[src/fnpll_pkg.sv]
// ----------------------------------------------------------------------------
// Fractional-N PLL register calculator package
// Shared types, codes and constants.
// ----------------------------------------------------------------------------
package fnpll_pkg;

  localparam int unsigned FreqMax = 4400000;
  localparam int unsigned FreqMin = 35;

  localparam logic [1:0] CFG_R2 = 2'd0;
  localparam logic [1:0] CFG_R3 = 2'd1;
  localparam logic [1:0] CFG_R5 = 2'd2;

  // Datapath commands from the controller.
  typedef struct packed {
    logic load;      // capture command and start the divider
    logic div_step;  // one step of the reciprocal divider for n_int and frac
    logic gcd_step;  // one subtract step of the gcd
    logic finish;    // reduce frac and modulus
  } dp_cmd_t;

  typedef struct packed {
    logic div_done;
    logic gcd_done;
    logic red_done;
  } dp_status_t;

endpackage

[src/fnpll_ctrl.sv]
// ----------------------------------------------------------------------------
// Register calculator controller
// Sequences the datapath and then emits the six register words.
// ----------------------------------------------------------------------------
module fnpll_ctrl import fnpll_pkg::*; (
  input  logic       clk_i,
  input  logic       rst_ni,
  input  logic       in_valid_i,
  output logic       in_ready_o,
  input  dp_status_t status_i,
  output dp_cmd_t    cmd_o,
  output logic       out_valid_o,
  input  logic       out_ready_i,
  output logic [2:0] word_idx_o
);

  localparam logic [2:0] S_IDLE = 3'd0;
  localparam logic [2:0] S_DIV  = 3'd1;
  localparam logic [2:0] S_GCD  = 3'd2;
  localparam logic [2:0] S_RED  = 3'd3;
  localparam logic [2:0] S_OUT  = 3'd4;

  logic [2:0] state_q, state_d;
  logic [2:0] idx_q, idx_d;

  always_comb begin
    state_d = state_q;
    idx_d = idx_q;
    cmd_o = '0;
    unique case (state_q)
      S_IDLE: begin
        if (in_valid_i) begin
          cmd_o.load = 1'b1;
          state_d = S_DIV;
        end
      end
      S_DIV: begin
        cmd_o.div_step = 1'b1;
        if (status_i.div_done) state_d = S_GCD;
      end
      S_GCD: begin
        cmd_o.gcd_step = 1'b1;
        if (status_i.gcd_done) state_d = S_RED;
      end
      S_RED: begin
        cmd_o.finish = 1'b1;
        if (status_i.red_done) begin
          state_d = S_OUT;
          idx_d = '0;
        end
      end
      S_OUT: begin
        if (out_ready_i) begin
          if (idx_q == 3'd5) state_d = S_IDLE;
          idx_d = idx_q + 3'd1;
        end
      end
      default: state_d = S_IDLE;
    endcase
  end

  always_ff @(posedge clk_i or negedge rst_ni) begin
    if (!rst_ni) begin
      state_q <= S_IDLE;
      idx_q <= '0;
    end else begin
      state_q <= state_d;
      idx_q <= idx_d;
    end
  end

  assign in_ready_o  = (state_q == S_IDLE);
  assign out_valid_o = (state_q == S_OUT);
  assign word_idx_o  = idx_q;

  word_idx_range_a: assert property (@(posedge clk_i) disable iff (!rst_ni)
    out_valid_o |-> idx_q <= 3'd5) else $error("word index out of range");
  no_accept_busy_a: assert property (@(posedge clk_i) disable iff (!rst_ni)
    out_valid_o |-> !in_ready_o) else $error("input ready while emitting");
  last_returns_a: assert property (@(posedge clk_i) disable iff (!rst_ni)
    (out_valid_o && out_ready_i && idx_q == 3'd5) |=> in_ready_o)
    else $error("did not return to idle");

endmodule

[config.mk]
export PLATFORM = sky130hd
export DESIGN_NAME = fnpll_ctrl
export DESIGN_NICKNAME = d
export VERILOG_FILES = /design/src/fnpll_pkg.sv /design/src/fnpll_ctrl.sv
export SDC_FILE = /design/constraint.sdc
export NUM_CORES = 1
export LEC_CHECK = 0
export ABC_CLOCK_PERIOD_IN_PS = 2300
export BUFFER_PORTS_ARGS = -buffer_cell sky130_fd_sc_hd__buf_4
export CORE_AREA = 2 2 39 41
export CTS_BUF_LIST = sky130_fd_sc_hd__clkbuf_4 sky130_fd_sc_hd__clkbuf_8
export DETAILED_ROUTE_END_ITERATION = 6
export DIE_AREA = 0 0 41 43
export HOLD_SLACK_MARGIN = 0.12
export SETUP_SLACK_MARGIN = 0.3
export SYNTH_ARGS = -nofsm -noshare
export SYNTH_HDL_FRONTEND = slang
export SYNTH_SLANG_ARGS = --single-unit
export TNS_END_PERCENT = 1
[constraint.sdc]
create_clock -name clk_i -period 2.3 [get_ports clk_i]
set_clock_uncertainty 0.1 [all_clocks]
set_input_delay 0.345 -clock clk_i [delete_from_list [all_inputs] [get_ports clk_i]]
set_output_delay 0.345 -clock clk_i [all_outputs]
set_load 0.005 [all_outputs]
==> metrics.yaml <==
tightest_slew_ps: 327
antenna_found_initial: 0
drc: 0
grt.overflow.total: 0
nets: 65
syn_nets: 46
cts_tree: "done"
via_per_inst: 4.60
ir_drop_mv: 0.366
cts-buffers-inserted: 3
cp_num_buf_inv: 1
yosysMostFrequentCell: "dfrtp_1"
die_area_um2: 1760
io_buffers: 15
wl_um: 754
fin_crit_sh_pct: 72.1
worstSetupPathType: "register to output port"
cts_max_level: 1
crit_path_end_kind: "output port"
cp_top_family: "flip-flops"
fin_crit_ps: 1660
avgSynthCellArea_um2: 10.2
cts.sinks: 6
synth_flop_cell: "dfrtp_1"
path_clk_slew_ps: 40
syn_inst: 37
yosysSeqAreaShare_pct: 39.6
cp.required_ps: 1860
routedWlPerCell_um: 10.8
slowest_stage: "dfrtp_1"
place_area_um2: 502
firstDrtPassIters: 4
tns_ps: 0
synth_seq_cells: 6
path_cells: "nor3_1 -> and2_1 -> buf_4"
syn_area_um2: 379
fp.dieH_um: 43
power_density_nw_per_um2: 1100
clk-insertion-delay-late_ps: 240
synthTopCellsByCount: "6 x dfrtp_1, 4 x nand2_1, 4 x nor3b_1"
vias: 322
dieWidth_um: 41
syn_to_final_growth_pct: 40.9
grt_setup_unrepaired: "no"
drive_gt1_share_pct: 42.6
leakage_nw: 0.262
cts-resized-gates: 0
grt_pass1_vias: 305
antenna_cells: 0
final_antenna_net_count: 0
max_freq_ghz: 0.603
synth_edf_count: 0
synth_area_leaders: "dfrtp_1 40%, nor3b_1 7.9%, ha_1 6.6%"
maxSlewViolCount: 0
status: "finished, final reports clean"
cp_max_fo: 11
num_io_pins: 16
first_iter_violations: 3
grt.total_usage_pct: 10.6
yosysWarnings: 0
max_stage_delay_ps: 480
yosysTopAreaCellShare_pct: 39.6
fp-row-count: 14
synth.largest_area_cell: "dfrtp_1"
grt_max_degree: 13
async_flop_share_pct: 100
coreArea_um2: 1380
worstSetupStartpointType: "register"
instances_no_fill: 70
place.gp.congestion: 0.691
clock_tree.buffer_depth: 2
hp-class: "primary input to register"
timing.slew.headroom_pct: 78.2
grt_pass1_wl_um: 1230
hold_violations: 0
dp.cells: 66
maxCapViolCount: 0
hpwl_um: 580
n_fill_cell: 137
arrival_ps: 1210
cts_root_buffer: "clkbuf_4"
setup_viol: 0
synth_cell_types: 21
cts_setup_buffers: 0
stdcell_area_um2: 534
initial_core_util_pct: 27.4
[metrics by stage]
step                util, %  hold WS, ps  power [mW]  worst slack, ps
finish                 38.6          298       0.586              643
global route           38.6          315       0.640              543
CTS                    38.6          291       0.597              624
detailed placement     36.3         54.9       0.500              776
global placement       36.3         55.0       0.499              812
floorplan                 -        -50.6       0.373              938
[worst paths after layout]
check,startpoint,end,slack (ps),cells past startpoint
min,status_i[2],state_q[0]$_DFFE_PN0P_,300,3
min in group asynchronous,rst_ni,word_idx_o[1]$_DFFE_PN0P_,350,2
max in group asynchronous,rst_ni,state_q[0]$_DFFE_PN0P_,1640,2
max reg2reg,state_q[0]$_DFFE_PN0P_,word_idx_o[2]$_DFFE_PN0P_,780,3
min reg2reg,word_idx_o[1]$_DFFE_PN0P_,word_idx_o[1]$_DFFE_PN0P_,480,1
max,state_q[1]$_DFFE_PN0P_,cmd_o[3],640,3
[cells by family after synthesis]
group           synth area share (%)
mux                             2.97
fa+ha+maj                       6.60
compound gates                  11.6
simple gates                    35.6
buf+inv                         3.63
flops                           39.6
[final cells by class]
cell class	count	area [um^2]	share of cell area [%]
Inverter	1	3.75	0.703
Multi-Input combinational cell	28	215	40.3
Tap cell	16	20.0	3.75
Sequential cell	6	150	28.1
Timing Repair Buffer	16	123	23.0
Clock buffer	3	22.5	4.22
[where the power goes]
| group | total [mW] | internal, mW | switching (mW) |
|---|---|---|---|
| Sequential | 0.229 | 0.147 | 0.0827 |
| Clock | 0.0932 | 0.0588 | 0.0344 |
| Combinational | 0.264 | 0.175 | 0.0888 |
[worst register-to-register path, delay by kind of cell, from the launching register on]
family             cells  cell delay [ps]
and+or+nand+nor        2              540
DFF                    1              480
AOI/OAI and AO/OA      1              280
[placed cells by master, fill, tap and decap left out, types with 2 or more instances in the layout]
cell type  instances
clkbuf_4           3
a211o_1            2
buf_4             15
and2_1             2
nand2_1            4
ha_1               2
a21oi_1            2
dfrtp_1            6
nor3b_1            4
[per-layer routing]
layer | wire length, um | track usage (%)
met1 | 360 | 14.5
met3 | 24 | 4.71
met4 | 0 | 6.00
met2 | 369 | 13.4
met5 | 0 | 0
[registers in the layout, indices dropped and copies added (netlist names)]
| signal | cells |
|---|---|
| word_idx_o | 3 |
| state_q | 3 |
[what timing repair did]
action | 4_1_cts | 5_1_grt
setup endpoints to repair | 0 | 0
hold buffers | 1 | 0
hold endpoints to repair | 6 | 0
Power figures use the tool's default switching activity.
