[config.mk]
export PLATFORM = sky130hd
export DESIGN_NAME = fnpll_dp
export DESIGN_NICKNAME = d
export VERILOG_FILES = /design/src/fnpll_pkg.sv /design/src/fnpll_dp.sv
export SDC_FILE = /design/constraint.sdc
export NUM_CORES = 2
export LEC_CHECK = 0
export BUFFER_PORTS_ARGS = -buffer_cell sky130_fd_sc_hd__buf_4
export CAP_MARGIN = 20
export CORE_ASPECT_RATIO = 1.2
export CORE_UTILIZATION = 30
export CTS_CLUSTER_DIAMETER = 150
export DETAILED_ROUTE_END_ITERATION = 10
export HOLD_SLACK_MARGIN = 0.1
export PLACE_DENSITY = 0.44
export SLEW_MARGIN = 15
export SYNTH_ARGS = -nofsm -noshare
export SYNTH_HDL_FRONTEND = slang
export SYNTH_SLANG_ARGS = --single-unit
[constraint.sdc]
create_clock -name clk_i -period 20.5 [get_ports clk_i]
set_input_delay 4.1 -clock clk_i [delete_from_list [all_inputs] [get_ports clk_i]]
set_output_delay 4.1 -clock clk_i [all_outputs]
set_load 0.1 [all_outputs]
[src/fnpll_pkg.sv]
// ----------------------------------------------------------------------------
// Fractional-N PLL register calculator package
// Shared types, codes and constants.
// ----------------------------------------------------------------------------
package fnpll_pkg;

  localparam int unsigned FreqMax = 4400000;
  localparam int unsigned FreqMin = 35;

  localparam logic [1:0] CFG_R2 = 2'd0;
  localparam logic [1:0] CFG_R3 = 2'd1;
  localparam logic [1:0] CFG_R5 = 2'd2;

  // Datapath commands from the controller.
  typedef struct packed {
    logic load;      // capture command and start the divider
    logic div_step;  // one step of the reciprocal divider for n_int and frac
    logic gcd_step;  // one subtract step of the gcd
    logic finish;    // reduce frac and modulus
  } dp_cmd_t;

  typedef struct packed {
    logic div_done;
    logic gcd_done;
    logic red_done;
  } dp_status_t;

endpackage

[src/fnpll_dp.sv]
// ----------------------------------------------------------------------------
// Register calculator datapath
// Clamps the frequency, finds the divider exponent, divides by the PFD step
// with reciprocal multiplication and reduces the fraction by a subtractive gcd.
// ----------------------------------------------------------------------------
module fnpll_dp import fnpll_pkg::*; #(
  parameter int unsigned PFD_MHZ = 25,
  parameter int unsigned MODULUS = 25000
) (
  input  logic        clk_i,
  input  logic        rst_ni,
  input  dp_cmd_t     cmd_i,
  input  logic [22:0] freq_i,
  output dp_status_t  status_o,
  output logic [4:0]  exp_o,
  output logic [31:0] nint_o,
  output logic [31:0] frac_o,
  output logic [31:0] mod_o
);

  localparam int unsigned StepKhz = PFD_MHZ * 1000;
  // Reciprocals of the two constant divisors. Each product estimate is low by
  // at most one, so a single compare and subtract finishes the quotient.
  localparam logic [24:0] RecipStep  = 25'((64'd1 << 32) / 64'(StepKhz));
  localparam logic [24:0] RecipStep2 = 25'((64'd1 << 34) / 64'(2 * StepKhz));
  localparam logic [16:0] StepW  = 17'(StepKhz);
  localparam logic [17:0] Step2W = 18'(2 * StepKhz);
  localparam logic [16:0] Mod2W  = 17'(2 * MODULUS);
  localparam logic [16:0] ModW   = 17'(MODULUS);

  logic [4:0]  exp_q, exp_d;
  logic [23:0] v_q, v_d;
  logic [16:0] nint_q, nint_d;
  logic [17:0] rem_q, rem_d;
  logic [33:0] num_q, num_d;
  logic [16:0] frac_q, frac_d;
  logic [18:0] rb_q, rb_d;
  logic [2:0]  dst_q, dst_d;
  logic [1:0]  cnt_q, cnt_d;
  logic [16:0] ga_q, ga_d, gb_q, gb_d;
  logic [16:0] q_q, q_d;       // reduction quotient counter state
  logic [16:0] fr_q, fr_d, md_q, md_d;
  logic [1:0]  ph_q, ph_d;

  logic [22:0] fc;
  logic [4:0]  ex;
  logic [48:0] prod_v;
  logic [33:0] nstep;
  logic [57:0] prod_n;
  logic [34:0] fstep;

  always_comb begin
    fc = freq_i;
    if (freq_i > 23'(FreqMax)) fc = 23'(FreqMax);
    if (freq_i < 23'(FreqMin)) fc = 23'(FreqMin);
    ex = 5'd1;
    for (int k = 1; k < 30; k++) begin
      if (k == int'(ex) && ({41'd0, fc} << (k + 1)) <= 64'(FreqMax)) ex = ex + 5'd1;
    end
  end

  assign prod_v = 49'(v_q) * 49'(RecipStep);
  assign nstep  = 34'(nint_q) * 34'(StepW);
  assign prod_n = 58'(num_q) * 58'(RecipStep2);
  assign fstep  = 35'(frac_q) * 35'(Step2W);

  always_comb begin
    exp_d = exp_q; v_d = v_q; nint_d = nint_q; rem_d = rem_q; num_d = num_q;
    frac_d = frac_q; rb_d = rb_q; dst_d = dst_q; cnt_d = cnt_q;
    ga_d = ga_q; gb_d = gb_q; q_d = q_q; fr_d = fr_q; md_d = md_q; ph_d = ph_q;
    if (cmd_i.load) begin
      exp_d = ex;
      v_d = {1'b0, fc} << ex;
      dst_d = 3'd0;
      ph_d = 2'd0;
    end else if (cmd_i.div_step && ph_q == 2'd0) begin
      dst_d = dst_q + 3'd1;
      unique case (dst_q)
        3'd0: nint_d = prod_v[48:32];
        3'd1: rem_d = 18'(34'(v_q) - nstep);
        3'd2: begin
          if (rem_q >= 18'(StepW)) begin
            nint_d = nint_q + 17'd1;
            rem_d = rem_q - 18'(StepW);
          end
        end
        // Rounded fraction: (2*rem*MOD + step) / (2*step).
        3'd3: num_d = 34'(rem_q) * 34'(Mod2W) + 34'(StepW);
        3'd4: frac_d = prod_n[50:34];
        3'd5: rb_d = 19'(35'(num_q) - fstep);
        default: begin
          if (rb_q >= 19'(Step2W)) frac_d = frac_q + 17'd1;
          dst_d = 3'd0;
          ph_d = 2'd1;
        end
      endcase
    end else if (cmd_i.gcd_step) begin
      if (ph_q == 2'd1) begin
        fr_d = frac_q;
        ga_d = ModW;
        gb_d = frac_q;
        ph_d = 2'd2;
      end else if (gb_q != 17'd0) begin
        if (ga_q >= gb_q) ga_d = ga_q - gb_q;
        else begin ga_d = gb_q; gb_d = ga_q; end
      end
    end else if (cmd_i.finish) begin
      if (ph_q == 2'd2) begin
        if (fr_q == 17'd0) ga_d = ModW;
        md_d = ModW;
        q_d = '0;
        ph_d = 2'd3;
        cnt_d = 2'd0;
      end else if (cnt_q == 2'd0) begin
        // divide fr by ga by repeated subtraction
        if (fr_q >= ga_q) begin fr_d = fr_q - ga_q; q_d = q_q + 17'd1; end
        else begin fr_d = q_q; q_d = '0; cnt_d = 2'd1; end
      end else if (cnt_q == 2'd1) begin
        if (md_q >= ga_q) begin md_d = md_q - ga_q; q_d = q_q + 17'd1; end
        else begin md_d = (q_q == 17'd1) ? 17'd2 : q_q; cnt_d = 2'd2; end
      end
    end
  end

  always_ff @(posedge clk_i or negedge rst_ni) begin
    if (!rst_ni) begin
      dst_q <= '0;
      cnt_q <= '0;
      ph_q <= '0;
    end else begin
      dst_q <= dst_d;
      cnt_q <= cnt_d;
      ph_q <= ph_d;
    end
  end

  always_ff @(posedge clk_i) begin
    exp_q <= exp_d; v_q <= v_d; nint_q <= nint_d; rem_q <= rem_d; num_q <= num_d;
    frac_q <= frac_d; rb_q <= rb_d;
    ga_q <= ga_d; gb_q <= gb_d; q_q <= q_d; fr_q <= fr_d; md_q <= md_d;
  end

  assign status_o.div_done = (ph_q == 2'd1);
  assign status_o.gcd_done = (ph_q == 2'd2) && (gb_q == 17'd0);
  assign status_o.red_done = (ph_q == 2'd3) && (cnt_q == 2'd2);
  assign exp_o  = exp_q;
  assign nint_o = {15'd0, nint_q};
  assign frac_o = {15'd0, fr_q};
  assign mod_o  = {15'd0, md_q};

endmodule

==> metrics.md <==
| Metric | Value |
|---|---|
| Number of setup buffers added after CTS | `0` |
| Post-cts sizing count | `0` |
| Number of setup violations in the final report | `0` |
| Critical-path maximum fanout | `12` |
| I/O pin cnt | `133` |
| Final count of pins violating max slew | `0` |
| Number of antenna violations at the first check in global routing | `0` |
| Final standard cell utilization of the core | `33.1%` |
| Crit end category | `flip-flop` |
| Crit-path most repeated cell | `sky130_fd_sc_hd__ha_1` |
| Starting DRC count in detailed routing | `1149` |
| Highest-delay cell along the critical path | `sky130_fd_sc_hd__or4_1` |
| Top library cells by usage in the layout, fill and taps aside | `1036 x sky130_fd_sc_hd__inv_1, 765 x sky130_fd_sc_hd__ha_1, 505 x sky130_fd_sc_hd__fa_1` |
| Pin count of the biggest net entering global routing | `40` |
| Post-DR vias/cell | `4.65` |
| DP Cell Count | `6208` |
| Post-route clock period utilization | `94.5%` |
| Number of distinct library cells after synthesis | `101` |
| Worst-case register-to-register setup slack | `12640 ps` |
| Via count | `29100` |
| Critical path buffers and inverters | `8` |
| Number of I/O port buffers | `87` |
| Final WL | `111000 um` |
| Reg2Reg Depth | `22` |
| Startpoint type of the worst setup path | `primary input` |
| DRT antenna net count | `0` |
| Cell family with the largest share of critical-path delay | `compound AO/OA/AOI/OAI gates` |
| Clock tree from TritonCTS | `built` |
| Most common cell after layout, fill and taps aside | `sky130_fd_sc_hd__inv_1` |
| Number of hold-slack violations in the final timing report | `0` |
| Number of max-capacitance violations reported | `0` |
| Cell depth of the worst min-delay path | `1` |
| Floorplan die width | `341 um` |
| Warning count from the yosys run | `0` |
| Worst clock skew on the final layout | `21.4 ps` |
| Drt pass-1 iters | `5` |
| Fill cell instance count of the final layout | `14300` |
| Total of flip-flops plus latches after synthesis | `218` |
| GRT Util Overall | `16.3%` |
| Num CTS Buffers | `31` |
| Pin slew with the least headroom to its limit | `1050 ps` |
| Cell area after synthesis | `0.0415 mm^2` |
| Critical Setup Path Class | `in2reg` |
| Buffer depth of the longest clock path | `3` |
| Post-synth EDFFs | `211` |
| CTS Hold Bufs | `0` |
| Endpoint of the lowest-slack register-to-register path | `frac_q[16]` |
| Half-perimeter wire length after placement | `90400 um` |
| Synthesized instance count | `4337` |
| Worst hold-check path type | `reg2reg` |
| # clock sinks | `218` |
| Clock insertion delay at the later pin of the skew report | `620 ps` |
| Hold Path Origin | `cnt_q[1]` |
| Die Area | `0.140 mm^2` |
| Post-place instance area | `0.0443 mm^2` |
| Global-route wire length before repair | `178000 um` |
| Total number of H-tree levels | `1` |
| Flip-flop cell with the highest count after synthesis | `sky130_fd_sc_hd__edfxtp_1` |
| Worst Path Arrival | `19710 ps` |
| Async set-or-reset flop fraction in the synthesized netlist | `3.21%` |
| Starting utilization of the core area | `30.2%` |
| Layout net count | `5728` |
| Required time reported for the critical path endpoint | `20840 ps` |
| Wire per inst | `17.7 um` |
| Final antenna diode count | `0` |
| Hold slack | `574 ps` |
| Post-route standard cell area excluding fillers | `0.0455 mm^2` |
| Synth-to-Final Area Change | `9.57%` |
| Die Span Y | `409 um` |
| Share of synthesized area occupied by flip-flops and latches | `15.7%` |
| CTS clk-pin slew, worst paths | `60 ps` |
| Hold worst-path end | `cnt_q[1]` |
| Final critical delay including setup and external delays | `19360 ps` |
| Slew Limit Headroom | `29.9%` |
| Clock tree root driver cell | `sky130_fd_sc_hd__clkbuf_16` |
| CP Depth | `73` |
| Run status | `complete, no violations` |
| Highest clock frequency the design can meet | `51.6 MHz` |
| Remaining design rule violation count | `0` |
| Synth Area per Inst | `9.57 um^2` |
| Reg-to-Reg Start | `num_q[16]` |
| Routability-driven placement congestion ratio | `0.854` |
| Final cell count without fillers | `6266` |
| Overflow left after global routing | `0` |
| Vias in the first global route | `31300` |
| Delay of the slowest cell on the worst path | `720 ps` |
| Layout cell share with drive strength beyond 1 | `6.33%` |
| Num rows | `149` |
| Core area | `0.137 mm^2` |
## cell type report
class / count / area (um^2) / share of cell area, %
clock inverter: 22 / 269 / 0.592
tap: 1812 / 2270 / 4.99
sequential: 218 / 6510 / 14.3
clock buffer: 36 / 795 / 1.75
multi-input combinational: 2996 / 30600 / 67.4
inverter: 1043 / 3920 / 8.62
timing repair buffer: 139 / 1060 / 2.32
## metal layers
metal	part of all wire [%]	GRT usage, %	vias up	wire length [um]
li1	-	-	14400	-
met1	44	20.1	14300	48700
met2	52	30.3	347	57400
met3	2.2	1.34	112	2420
met4	2.3	3.45	0	2540
met5	0	0	-	0
## Yosys cell counts, types with 26 or more instances
cell type	n	area (um^2)
sky130_fd_sc_hd__a21o_1	74	556
sky130_fd_sc_hd__a21oi_1	155	776
sky130_fd_sc_hd__and3_1	27	169
sky130_fd_sc_hd__buf_4	46	345
sky130_fd_sc_hd__clkbuf_1	61	229
sky130_fd_sc_hd__edfxtp_1	211	6340
sky130_fd_sc_hd__fa_1	505	10100
sky130_fd_sc_hd__ha_1	765	9570
sky130_fd_sc_hd__inv_1	1036	3890
sky130_fd_sc_hd__mux2_2	36	405
sky130_fd_sc_hd__mux2i_1	33	330
sky130_fd_sc_hd__nand2_1	170	638
sky130_fd_sc_hd__nand2b_1	43	269
sky130_fd_sc_hd__nand3_1	79	395
sky130_fd_sc_hd__nand4_1	44	275
sky130_fd_sc_hd__nor2_1	182	683
sky130_fd_sc_hd__nor3_1	42	210
sky130_fd_sc_hd__nor4_1	33	206
sky130_fd_sc_hd__o211ai_1	32	240
sky130_fd_sc_hd__o21a_1	26	195
sky130_fd_sc_hd__o21ai_0	147	736
sky130_fd_sc_hd__xnor2_1	150	1310
sky130_fd_sc_hd__xor2_1	81	709
## kinds of logic after synthesis
family | count (synthesis) | synth area share, %
DFF | 218 | 15.7
and+or+nand+nor | 745 | 9.03
adders and majority gates | 1270 | 47.4
AOI/OAI and AO/OA | 635 | 10.1
other | 1 | 0.00904
xor gates and xnor gates | 231 | 4.88
muxes | 70 | 1.81
buffers and inverters | 1167 | 11.0
## per-stage QoR
step	worst slack, ps	setup TNS (ps)
floorplan	1860	0
global placement	90.0	0
detailed placement	-7.38	-7.38
CTS	576	0
global route	-95.4	-496
finish	1140	0
## registers in the layout, summed over array words and instances (netlist names)
register	cells
ga_q	17
rem_q	18
frac_q	17
gb_q	17
q_q	17
fr_q	17
md_q	17
rb_q	15
ph_q	2
v_q	24
nint_q	17
cnt_q	2
exp_o	5
dst_q	3
num_q	30
## how the worst max path moves through the flow
stage,end,start,slack [ps]
after floorplan,v_q[18],freq_i[20],1860
after global placement,v_q[12],freq_i[21],90
after detailed placement,v_q[12],freq_i[21],-7
after CTS,v_q[12],freq_i[21],580
after global routing,v_q[13],freq_i[21],-100
final,v_q[19],freq_i[21],1140
Power is left out: the tool's default activity adds up to more than one toggle a clock period on the data nets, which glitch-free logic cannot reach.
